===== src/hdl/rhpt_pkg.sv =====
// ---------------------------------------------------------------------------
// rhpt_pkg
// shared constants, types and build-time functions for the rolling hash trigger
// ---------------------------------------------------------------------------
package rhpt_pkg;

    localparam int RHPT_WINDOW_SIZE = 10;
    localparam int SYM_W            = 8;
    localparam int HASH_W           = 31;
    localparam int MOD_W            = 31;
    localparam int OUT_DATA_W       = 40;   // hash, full, trigger, zero pad

    localparam logic [HASH_W-1:0] KR_PRIME      = 31'd1999999973;
    localparam logic [MOD_W-1:0]  MODULUS_RESET = 31'd100;

    // control word for the shared modular step unit
    typedef struct packed {
        logic              load;      // acc <= load_val
        logic [HASH_W-1:0] load_val;
        logic              step;      // acc <= reduce(acc * (dbl ? 2 : 1) + addend)
        logic              dbl;
        logic [HASH_W-1:0] addend;
        logic [HASH_W-1:0] divisor;
    } t_step_ctl;

    // 256^(w-1) mod prime, eight doublings with a conditional subtract per byte
    function automatic logic [HASH_W-1:0] kr_base_power(input int w);
        logic [HASH_W:0] acc;
        acc = (HASH_W+1)'(1);
        for (int i = 1; i < w; i++) begin
            for (int b = 0; b < 8; b++) begin
                acc = {acc[HASH_W-1:0], 1'b0};
                if (acc >= {1'b0, KR_PRIME}) begin
                    acc = acc - {1'b0, KR_PRIME};
                end
            end
        end
        return acc[HASH_W-1:0];
    endfunction

    // coefficient folding the removal of the oldest byte into the horner pass:
    // prime - (256 * 256^(w-1) mod prime), reduced below the prime
    function automatic logic [HASH_W-1:0] kr_remove_coef(input int w);
        logic [HASH_W:0] q;
        logic [HASH_W:0] k;
        q = {1'b0, kr_base_power(w)};
        for (int b = 0; b < 8; b++) begin
            q = {q[HASH_W-1:0], 1'b0};
            if (q >= {1'b0, KR_PRIME}) begin
                q = q - {1'b0, KR_PRIME};
            end
        end
        k = {1'b0, KR_PRIME} - q;
        if (k == {1'b0, KR_PRIME}) begin
            k = '0;
        end
        return k[HASH_W-1:0];
    endfunction

endpackage


===== src/hdl/rhpt_ram.sv =====
// ---------------------------------------------------------------------------
// rhpt_ram
// generic single-write, single-read ram with registered read data
// ---------------------------------------------------------------------------
module rhpt_ram #(
    parameter int WIDTH = 8,
    parameter int DEPTH = 16
) (
    input  logic                     i_clk,
    input  logic                     i_we,
    input  logic [$clog2(DEPTH)-1:0] i_waddr,
    input  logic [WIDTH-1:0]         i_wdata,
    input  logic                     i_re,
    input  logic [$clog2(DEPTH)-1:0] i_raddr,
    output logic [WIDTH-1:0]         o_rdata
);

    logic [WIDTH-1:0] r_mem [DEPTH];
    logic [WIDTH-1:0] r_rdata;

    always_ff @(posedge i_clk) begin
        if (i_we) begin
            r_mem[i_waddr] <= i_wdata;
        end
        if (i_re) begin
            r_rdata <= r_mem[i_raddr];
        end
    end

    assign o_rdata = r_rdata;

endmodule


===== src/hdl/rhpt_modstep.sv =====
// ---------------------------------------------------------------------------
// rhpt_modstep
// shared accumulator with one double-add-reduce step per cycle while step is set
// ---------------------------------------------------------------------------
module rhpt_modstep
    import rhpt_pkg::*;
(
    input  logic              i_clk,
    input  t_step_ctl         i_ctl,
    output logic [HASH_W-1:0] o_acc
);

    logic [HASH_W-1:0] r_acc;
    logic [HASH_W+1:0] w_sum;
    logic [HASH_W+1:0] w_d1;
    logic [HASH_W+1:0] w_d2;
    logic [HASH_W+1:0] w_red;

    // sum stays below twice the divisor plus one divisor, so at most 2*d comes off
    always_comb begin
        w_sum = (i_ctl.dbl ? {1'b0, r_acc, 1'b0} : {2'b00, r_acc})
              + {2'b00, i_ctl.addend};
        w_d1  = {2'b00, i_ctl.divisor};
        w_d2  = {1'b0, i_ctl.divisor, 1'b0};
        if (w_sum >= w_d2) begin
            w_red = w_sum - w_d2;
        end else if (w_sum >= w_d1) begin
            w_red = w_sum - w_d1;
        end else begin
            w_red = w_sum;
        end
    end

    always_ff @(posedge i_clk) begin
        if (i_ctl.load) begin
            r_acc <= i_ctl.load_val;
        end else if (i_ctl.step) begin
            r_acc <= w_red[HASH_W-1:0];
        end
    end

    assign o_acc = r_acc;

endmodule


===== src/hdl/rolling_hash_phrase_trigger.sv =====
// ---------------------------------------------------------------------------
// rolling_hash_phrase_trigger
// karp-rabin rolling hash over a byte window with a phrase boundary trigger
// ---------------------------------------------------------------------------
// usage:
//   input stream: one byte per item in s_tdata[7:0]; s_tuser set restarts the
//   window (ring, hash and fill count cleared) before that byte is taken
//   output stream: one item per input item, m_tdata holds the hash of the
//   window modulo 1999999973, the window-full flag and the trigger flag
//   trigger is set when the window is full and the hash is a multiple of the
//   modulus written through the cfg port (zero modulus never triggers)
// sequence:
//   the item is accepted, its oldest byte read from the ring ram, then the
//   shared modular step unit runs 8 horner steps (shift by one bit of the
//   removed byte), one step to add the new byte and 31 restoring steps of the
//   trigger remainder; the result goes to the output register and s_tready
//   returns with it, so the next item is taken only once the last one's
//   result is in the output register
// reset and stall:
//   reset empties the window and sets the modulus to 100
//   the output register holds a result until m_tready; the next item is taken
//   meanwhile and its computation waits in the last state for the register
// ---------------------------------------------------------------------------
module rolling_hash_phrase_trigger
    import rhpt_pkg::*;
#(
    parameter int WINDOW_SIZE = RHPT_WINDOW_SIZE
) (
    input  logic                  i_clk,
    input  logic                  i_rst_n,
    // input stream
    input  logic                  i_s_tvalid,
    output logic                  o_s_tready,
    input  logic [SYM_W-1:0]      i_s_tdata,    // [7:0] symbol
    input  logic                  i_s_tuser,    // [0] start_req
    // output stream
    output logic                  o_m_tvalid,
    input  logic                  i_m_tready,
    output logic [OUT_DATA_W-1:0] o_m_tdata,    // [30:0] hash_value, [31] window_full,
                                                // [32] trigger, [39:33] zero
    // configuration
    input  logic                  i_cfg_we,
    input  logic [MOD_W-1:0]      i_cfg_wdata   // trigger_modulus
);

    localparam int PW = $clog2(WINDOW_SIZE);
    localparam int FW = $clog2(WINDOW_SIZE + 1);
    localparam logic [PW-1:0]     POS_LAST  = PW'(WINDOW_SIZE - 1);
    localparam logic [FW-1:0]     FILL_MAX  = FW'(WINDOW_SIZE);
    localparam logic [HASH_W-1:0] REM_COEF  = kr_remove_coef(WINDOW_SIZE);
    localparam logic [4:0]        HRN_LAST  = 5'd7;
    localparam logic [4:0]        DIV_LAST  = 5'(HASH_W - 1);

    // sequencer states
    localparam logic [2:0] S_IDLE = 3'd0;
    localparam logic [2:0] S_RD   = 3'd1;
    localparam logic [2:0] S_LD   = 3'd2;
    localparam logic [2:0] S_HRN  = 3'd3;
    localparam logic [2:0] S_ADD  = 3'd4;
    localparam logic [2:0] S_SAVE = 3'd5;
    localparam logic [2:0] S_DIV  = 3'd6;
    localparam logic [2:0] S_DONE = 3'd7;

    logic [2:0]             r_state, n_state;
    logic [4:0]             r_cnt, n_cnt;
    logic [PW-1:0]          r_pos, n_pos;
    logic [FW-1:0]          r_fill, n_fill;
    logic [WINDOW_SIZE-1:0] r_valid, n_valid;
    logic [HASH_W-1:0]      r_hash, n_hash;
    logic [MOD_W-1:0]       r_modulus;
    logic [SYM_W-1:0]       r_sym;
    logic [SYM_W-1:0]       r_old;
    logic                   r_out_valid, n_out_valid;
    logic [OUT_DATA_W-1:0]  r_out_data;

    logic                   w_accept;
    logic                   w_out_free;
    logic                   w_full;
    logic                   w_trig;
    logic                   w_ram_we;
    logic                   w_ram_re;
    logic [SYM_W-1:0]       w_ram_rdata;
    logic [HASH_W-1:0]      w_acc;
    t_step_ctl              w_ctl;

    assign w_accept   = i_s_tvalid && o_s_tready;
    assign w_out_free = !r_out_valid || i_m_tready;
    assign w_full     = (r_fill == FILL_MAX);
    // remainder sits in the accumulator after the last restoring step
    assign w_trig     = w_full && (r_modulus != '0) && (w_acc == '0);
    assign w_ram_re   = (r_state == S_RD);
    assign w_ram_we   = (r_state == S_LD);

    // ring of the last bytes, read at the oldest slot before it is overwritten
    rhpt_ram #(
        .WIDTH (SYM_W),
        .DEPTH (WINDOW_SIZE)
    ) u_ring (
        .i_clk   (i_clk),
        .i_we    (w_ram_we),
        .i_waddr (r_pos),
        .i_wdata (r_sym),
        .i_re    (w_ram_re),
        .i_raddr (r_pos),
        .o_rdata (w_ram_rdata)
    );

    rhpt_modstep u_step (
        .i_clk (i_clk),
        .i_ctl (w_ctl),
        .o_acc (w_acc)
    );

    // step unit control per state
    always_comb begin
        w_ctl          = '0;
        w_ctl.divisor  = KR_PRIME;
        case (r_state)
            S_LD: begin
                w_ctl.load     = 1'b1;
                w_ctl.load_val = r_hash;
            end
            S_HRN: begin
                // acc = 2*acc + bit * coef, most significant bit of old byte first
                w_ctl.step   = 1'b1;
                w_ctl.dbl    = 1'b1;
                w_ctl.addend = r_old[3'd7 - r_cnt[2:0]] ? REM_COEF : '0;
            end
            S_ADD: begin
                w_ctl.step   = 1'b1;
                w_ctl.addend = {{(HASH_W-SYM_W){1'b0}}, r_sym};
            end
            S_SAVE: begin
                w_ctl.load = 1'b1;
            end
            S_DIV: begin
                // restoring remainder of the hash by the modulus, one bit a step
                w_ctl.step    = 1'b1;
                w_ctl.dbl     = 1'b1;
                w_ctl.addend  = {{(HASH_W-1){1'b0}}, r_hash[DIV_LAST - r_cnt]};
                w_ctl.divisor = r_modulus;
            end
            default: begin
                w_ctl.step = 1'b0;
            end
        endcase
    end

    // sequencer and window bookkeeping
    always_comb begin
        n_state     = r_state;
        n_cnt       = r_cnt;
        n_pos       = r_pos;
        n_fill      = r_fill;
        n_valid     = r_valid;
        n_hash      = r_hash;
        n_out_valid = r_out_valid && !i_m_tready;
        case (r_state)
            S_IDLE: begin
                if (w_accept) begin
                    n_state = S_RD;
                    if (i_s_tuser) begin
                        n_pos   = '0;
                        n_fill  = '0;
                        n_valid = '0;
                        n_hash  = '0;
                    end
                end
            end
            S_RD: begin
                n_state = S_LD;
            end
            S_LD: begin
                n_state        = S_HRN;
                n_cnt          = '0;
                n_valid[r_pos] = 1'b1;
                n_pos          = (r_pos == POS_LAST) ? '0 : r_pos + 1'b1;
                if (r_fill != FILL_MAX) begin
                    n_fill = r_fill + 1'b1;
                end
            end
            S_HRN: begin
                n_cnt = r_cnt + 1'b1;
                if (r_cnt == HRN_LAST) begin
                    n_state = S_ADD;
                end
            end
            S_ADD: begin
                n_state = S_SAVE;
            end
            S_SAVE: begin
                n_state = S_DIV;
                n_cnt   = '0;
                n_hash  = w_acc;
            end
            S_DIV: begin
                n_cnt = r_cnt + 1'b1;
                if (r_cnt == DIV_LAST) begin
                    n_state = S_DONE;
                end
            end
            S_DONE: begin
                if (w_out_free) begin
                    n_state     = S_IDLE;
                    n_out_valid = 1'b1;
                end
            end
            default: begin
                n_state = S_IDLE;
            end
        endcase
    end

    always_ff @(posedge i_clk) begin
        if (!i_rst_n) begin
            r_state     <= S_IDLE;
            r_cnt       <= '0;
            r_pos       <= '0;
            r_fill      <= '0;
            r_valid     <= '0;
            r_hash      <= '0;
            r_modulus   <= MODULUS_RESET;
            r_out_valid <= 1'b0;
        end else begin
            r_state     <= n_state;
            r_cnt       <= n_cnt;
            r_pos       <= n_pos;
            r_fill      <= n_fill;
            r_valid     <= n_valid;
            r_hash      <= n_hash;
            r_out_valid <= n_out_valid;
            if (i_cfg_we) begin
                r_modulus <= i_cfg_wdata;
            end
        end
    end

    // payload registers
    always_ff @(posedge i_clk) begin
        if (w_accept) begin
            r_sym <= i_s_tdata;
        end
        if (r_state == S_LD) begin
            // slot never written since the last clear reads as zero
            r_old <= r_valid[r_pos] ? w_ram_rdata : '0;
        end
        if (r_state == S_DONE && w_out_free) begin
            r_out_data <= {{(OUT_DATA_W-HASH_W-2){1'b0}}, w_trig, w_full, r_hash};
        end
    end

    assign o_s_tready = (r_state == S_IDLE);
    assign o_m_tvalid = r_out_valid;
    assign o_m_tdata  = r_out_data;

endmodule


===== config.mk =====
export PLATFORM = sky130hd
export DESIGN_NAME = rolling_hash_phrase_trigger
export DESIGN_NICKNAME = d
export VERILOG_FILES = /design/src/hdl/rhpt_pkg.sv /design/src/hdl/rhpt_ram.sv /design/src/hdl/rhpt_modstep.sv /design/src/hdl/rolling_hash_phrase_trigger.sv
export SDC_FILE = /design/constraint.sdc
export NUM_CORES = 1
export LEC_CHECK = 0
export BUFFER_PORTS_ARGS = -buffer_cell sky130_fd_sc_hd__buf_2
export CAP_MARGIN = 20
export CORE_MARGIN = 1.5
export CORE_UTILIZATION = 65
export DETAILED_ROUTE_END_ITERATION = 8
export HOLD_SLACK_MARGIN = 0.03
export PLACE_DENSITY = 0.84
export SYNTH_ARGS = -nofsm -noshare
export SYNTH_HDL_FRONTEND = slang
export SYNTH_SLANG_ARGS = --single-unit

===== constraint.sdc =====
create_clock -name i_clk -period 13.62 [get_ports i_clk]
set_input_delay 1.362 -clock i_clk [delete_from_list [all_inputs] [get_ports i_clk]]
set_output_delay 1.362 -clock i_clk [all_outputs]
set_load 0.02 [all_outputs]

==> flow_summary.json <==
{
  "routed_wl_um": 44600,
  "slew_violations": 0,
  "route.detailed.drc": 0,
  "holdCritPathClass": "register to register",
  "cts-root-buf": "clkbuf_16",
  "path_class": "register to register",
  "htree_num_levels": 1,
  "cts_setup_buffers": 0,
  "setup_tns_ps": 0,
  "power.total_w": 0.00419,
  "synth_cell_types": 94,
  "hold_violations": 0,
  "fill_cells": 1750,
  "nets": 1771,
  "io-pin-count": 87,
  "ys_seq_area_share_pct": 42.2,
  "maxCapViolCount": 0,
  "wl_met3_um": 5560,
  "power.density_mw_per_mm2": 237,
  "routed.top_layer": "met4",
  "slew-limit-headroom_pct": 33.7,
  "rows": 57,
  "ys.flop_type": "edfxtp_1",
  "ys_ff_latch": 257,
  "end_kind": "register",
  "cts_tree": "done",
  "design.die.area_mm2": 0.0258,
  "fin_skew_ps": 14.8,
  "crit_fanout": 41,
  "cp_slowest_cell": "dfxtp_1",
  "initial_core_util_pct": 66.3,
  "cts.sinks": 257,
  "cts_buffers": 27,
  "switchingPower_w": 0.00189,
  "dr.pass1.iters": 6,
  "syn_inst": 1595,
  "seqPwrFrac_pct": 28.1,
  "dr_total_vias": 13073,
  "finalCriticalPeriod_ps": 8520,
  "clk_pin_slew_ps": 70,
  "ctsHoldBuffers": 0,
  "finalCritPeriodShare_pct": 62.6,
  "layoutNonFillerInstCount": 1988,
  "power.internal_w": 0.00229,
  "grt_pass1_vias": 11932,
  "grt_start_max_net_pins": 49,
  "clkPwrFrac_pct": 17.9,
  "die_x_um": 161,
  "layout-drive-gt1-share_pct": 12.7,
  "tightest_slew_ps": 993,
  "clockBufferDepth": 3,
  "cp_data_required_time_ps": 13880,
  "met1Wirelength_um": 20200,
  "setup_viol": 0,
  "core_mm2": 0.0244,
  "rsz0062_at_grt": "false",
  "antenna_found_initial": 0,
  "syn_avg_cell_area_um2": 10.1,
  "place_hpwl_um": 33600,
  "p_sw_share_pct": 45.2,
  "clk_latency_ps": 560,
  "ys_warn_count": 0,
  "multi_input_area_mm2": 0.00887,
  "wl_met2_um": 17900,
  "drt_iter0_drc": 1667,
  "die_h_um": 161,
  "viasPerCell": 6.58,
  "fmax_mhz": 117,
  "cp.arrival_ps": 8790,
  "slowest_delay_ps": 820,
  "p_leak_nw": 6.71,
  "grt_overflow": 0,
  "status": "complete, no violations",
  "place_congestion": 1.01,
  "ant_nets": 0,
  "crit_path_start_kind": "register",
  "crit_top_cell": "ha_1",
  "peakVddDrop_mv": 0.177,
  "cts.repair.resized": 0,
  "synthArstFlopShare_pct": 0,
  "wire_per_inst_um": 22.4,
  "grt_pass1_wl_um": 67800,
  "synth.cell_area_mm2": 0.0162,
  "final_util_pct": 72.5,
  "port-buffer-count": 79,
  "register_area_mm2": 0.00683,
  "combPwrFrac_pct": 54.0,
  "grt_use_total_pct": 34.1,
  "diodes": 0,
  "placed_cells": 1938,
  "synth_edf_count": 168,
  "area_growth_pct": 9.37
}
## registers in the layout, indices dropped and copies added (netlist names), 3 cells and up
signal and cells:
u_ring.o_rdata 8, u_step.o_acc 31, r_hash 31, r_fill 4, r_state 3, u_ring.r_mem 80
r_valid 10, o_m_tdata 33, r_old 8, r_pos 4, r_cnt 5, r_modulus 31
r_sym 8
## critical path: cells and delay by family, from the launching register on
kind            cells  cell delay [ps]
fa+ha+maj           4             1510
buf+inv             3              740
mux                 1              260
flops               1              820
xor+xnor            2              710
simple gates        8             2260
compound gates     11             1890
## Yosys cell counts (5+ instances only)
library cell | count | area, um2
and2_1 | 37 | 231
o21ai_0 | 61 | 305
a31oi_1 | 20 | 125
nand2b_1 | 21 | 131
a21boi_0 | 8 | 60.1
clkbuf_1 | 58 | 218
nand4_1 | 24 | 150
inv_1 | 36 | 135
dfxtp_1 | 89 | 1780
a22oi_1 | 46 | 345
a211oi_1 | 22 | 165
xor2_1 | 34 | 298
nor2_1 | 99 | 372
a221o_1 | 6 | 60.1
o211ai_1 | 11 | 82.6
buf_2 | 9 | 45.0
a21oi_1 | 84 | 420
o21a_1 | 8 | 60.1
buf_1 | 5 | 18.8
ha_1 | 79 | 988
or2_2 | 6 | 37.5
o21bai_1 | 6 | 45.0
nor2b_1 | 80 | 500
buf_4 | 9 | 67.6
maj3_1 | 6 | 60.1
nor4_1 | 23 | 144
a21o_1 | 41 | 308
nor3_1 | 27 | 135
mux4_2 | 28 | 631
mux2i_1 | 73 | 731
nand3_1 | 26 | 130
or3_1 | 8 | 50.1
o21ai_1 | 11 | 55.1
edfxtp_1 | 168 | 5040
nand2_1 | 155 | 582
o221ai_1 | 9 | 78.8
xnor2_1 | 52 | 455
a31o_2 | 6 | 52.6
o31a_1 | 6 | 52.6
and3_1 | 16 | 100
## area by class of cell
type,count,area share [%]
clock inverters,17,1.05
repair buffers,97,2.99
well taps,324,2.29
multi-input cells,1224,50.2
flip-flops and latches,257,38.6
clock buffers,32,4.10
inverters,37,0.786
## power groups by stage
stage	sequential (W)	combinational, W	clock, W
4_1_cts	0.00116	0.00218	0.000757
6_report	0.00118	0.00226	0.000750
5_1_grt	0.00118	0.00244	0.000779
2_1_floorplan	0.00110	0.00166	0
3_5_place_dp	0.00118	0.00217	0
3_3_place_gp	0.00118	0.00215	0
## kinds of logic (layout without fill, tap and decap cells)
kind of cell	after synthesis	in the layout	synth area share, %
AOI/OAI and AO/OA	389	389	16.8
xor gates and xnor gates	88	88	4.90
adders and majority gates	88	88	6.86
buffers and inverters	120	183	3.12
DFF	257	257	42.2
muxes	105	105	8.85
other	1	7	0.0232
and+or+nand+nor	547	547	17.3
## routing by layer
layer	track usage [%]	vias to the layer above
li1	-	6036
met1	54.0	6175
met2	47.7	802
met3	7.21	60
met4	7.58	0
met5	0	-
## through the flow
| stage | setup slack (ps) | area [um2] | hold WS [ps] |
|---|---|---|---|
| 2_1_floorplan | 6590 | 16200 | 431 |
| 3_3_place_gp | 5540 | 16800 | 445 |
| 3_5_place_dp | 5350 | 16800 | 457 |
| 4_1_cts | 5270 | 17700 | 473 |
| 5_1_grt | 4700 | 17700 | 497 |
| 6_report | 5100 | 17700 | 468 |
## cell usage in the layout, fill, tap and decap left out, drive strengths merged, types with 34 or more instances in the layout
cell type  count
mux2i         76
inv           39
o21ai         73
nor2         100
edfxtp       168
buf           97
nand2        157
xor2          34
a21o          42
dfxtp         89
nor2b         81
ha            79
a21oi         85
xnor2         53
a22oi         46
and2          38
## path summary, 6_finish.rpt
path,cells after the start,start,slack (ps),end
max,29,r_cnt[0],5100,u_step.o_acc[28]
max reg2reg,29,r_cnt[0],5100,u_step.o_acc[28]
min reg2reg,2,r_valid[2],470,r_valid[2]
min,2,r_valid[2],470,r_valid[2]
(Power assumes the default switching activity.)
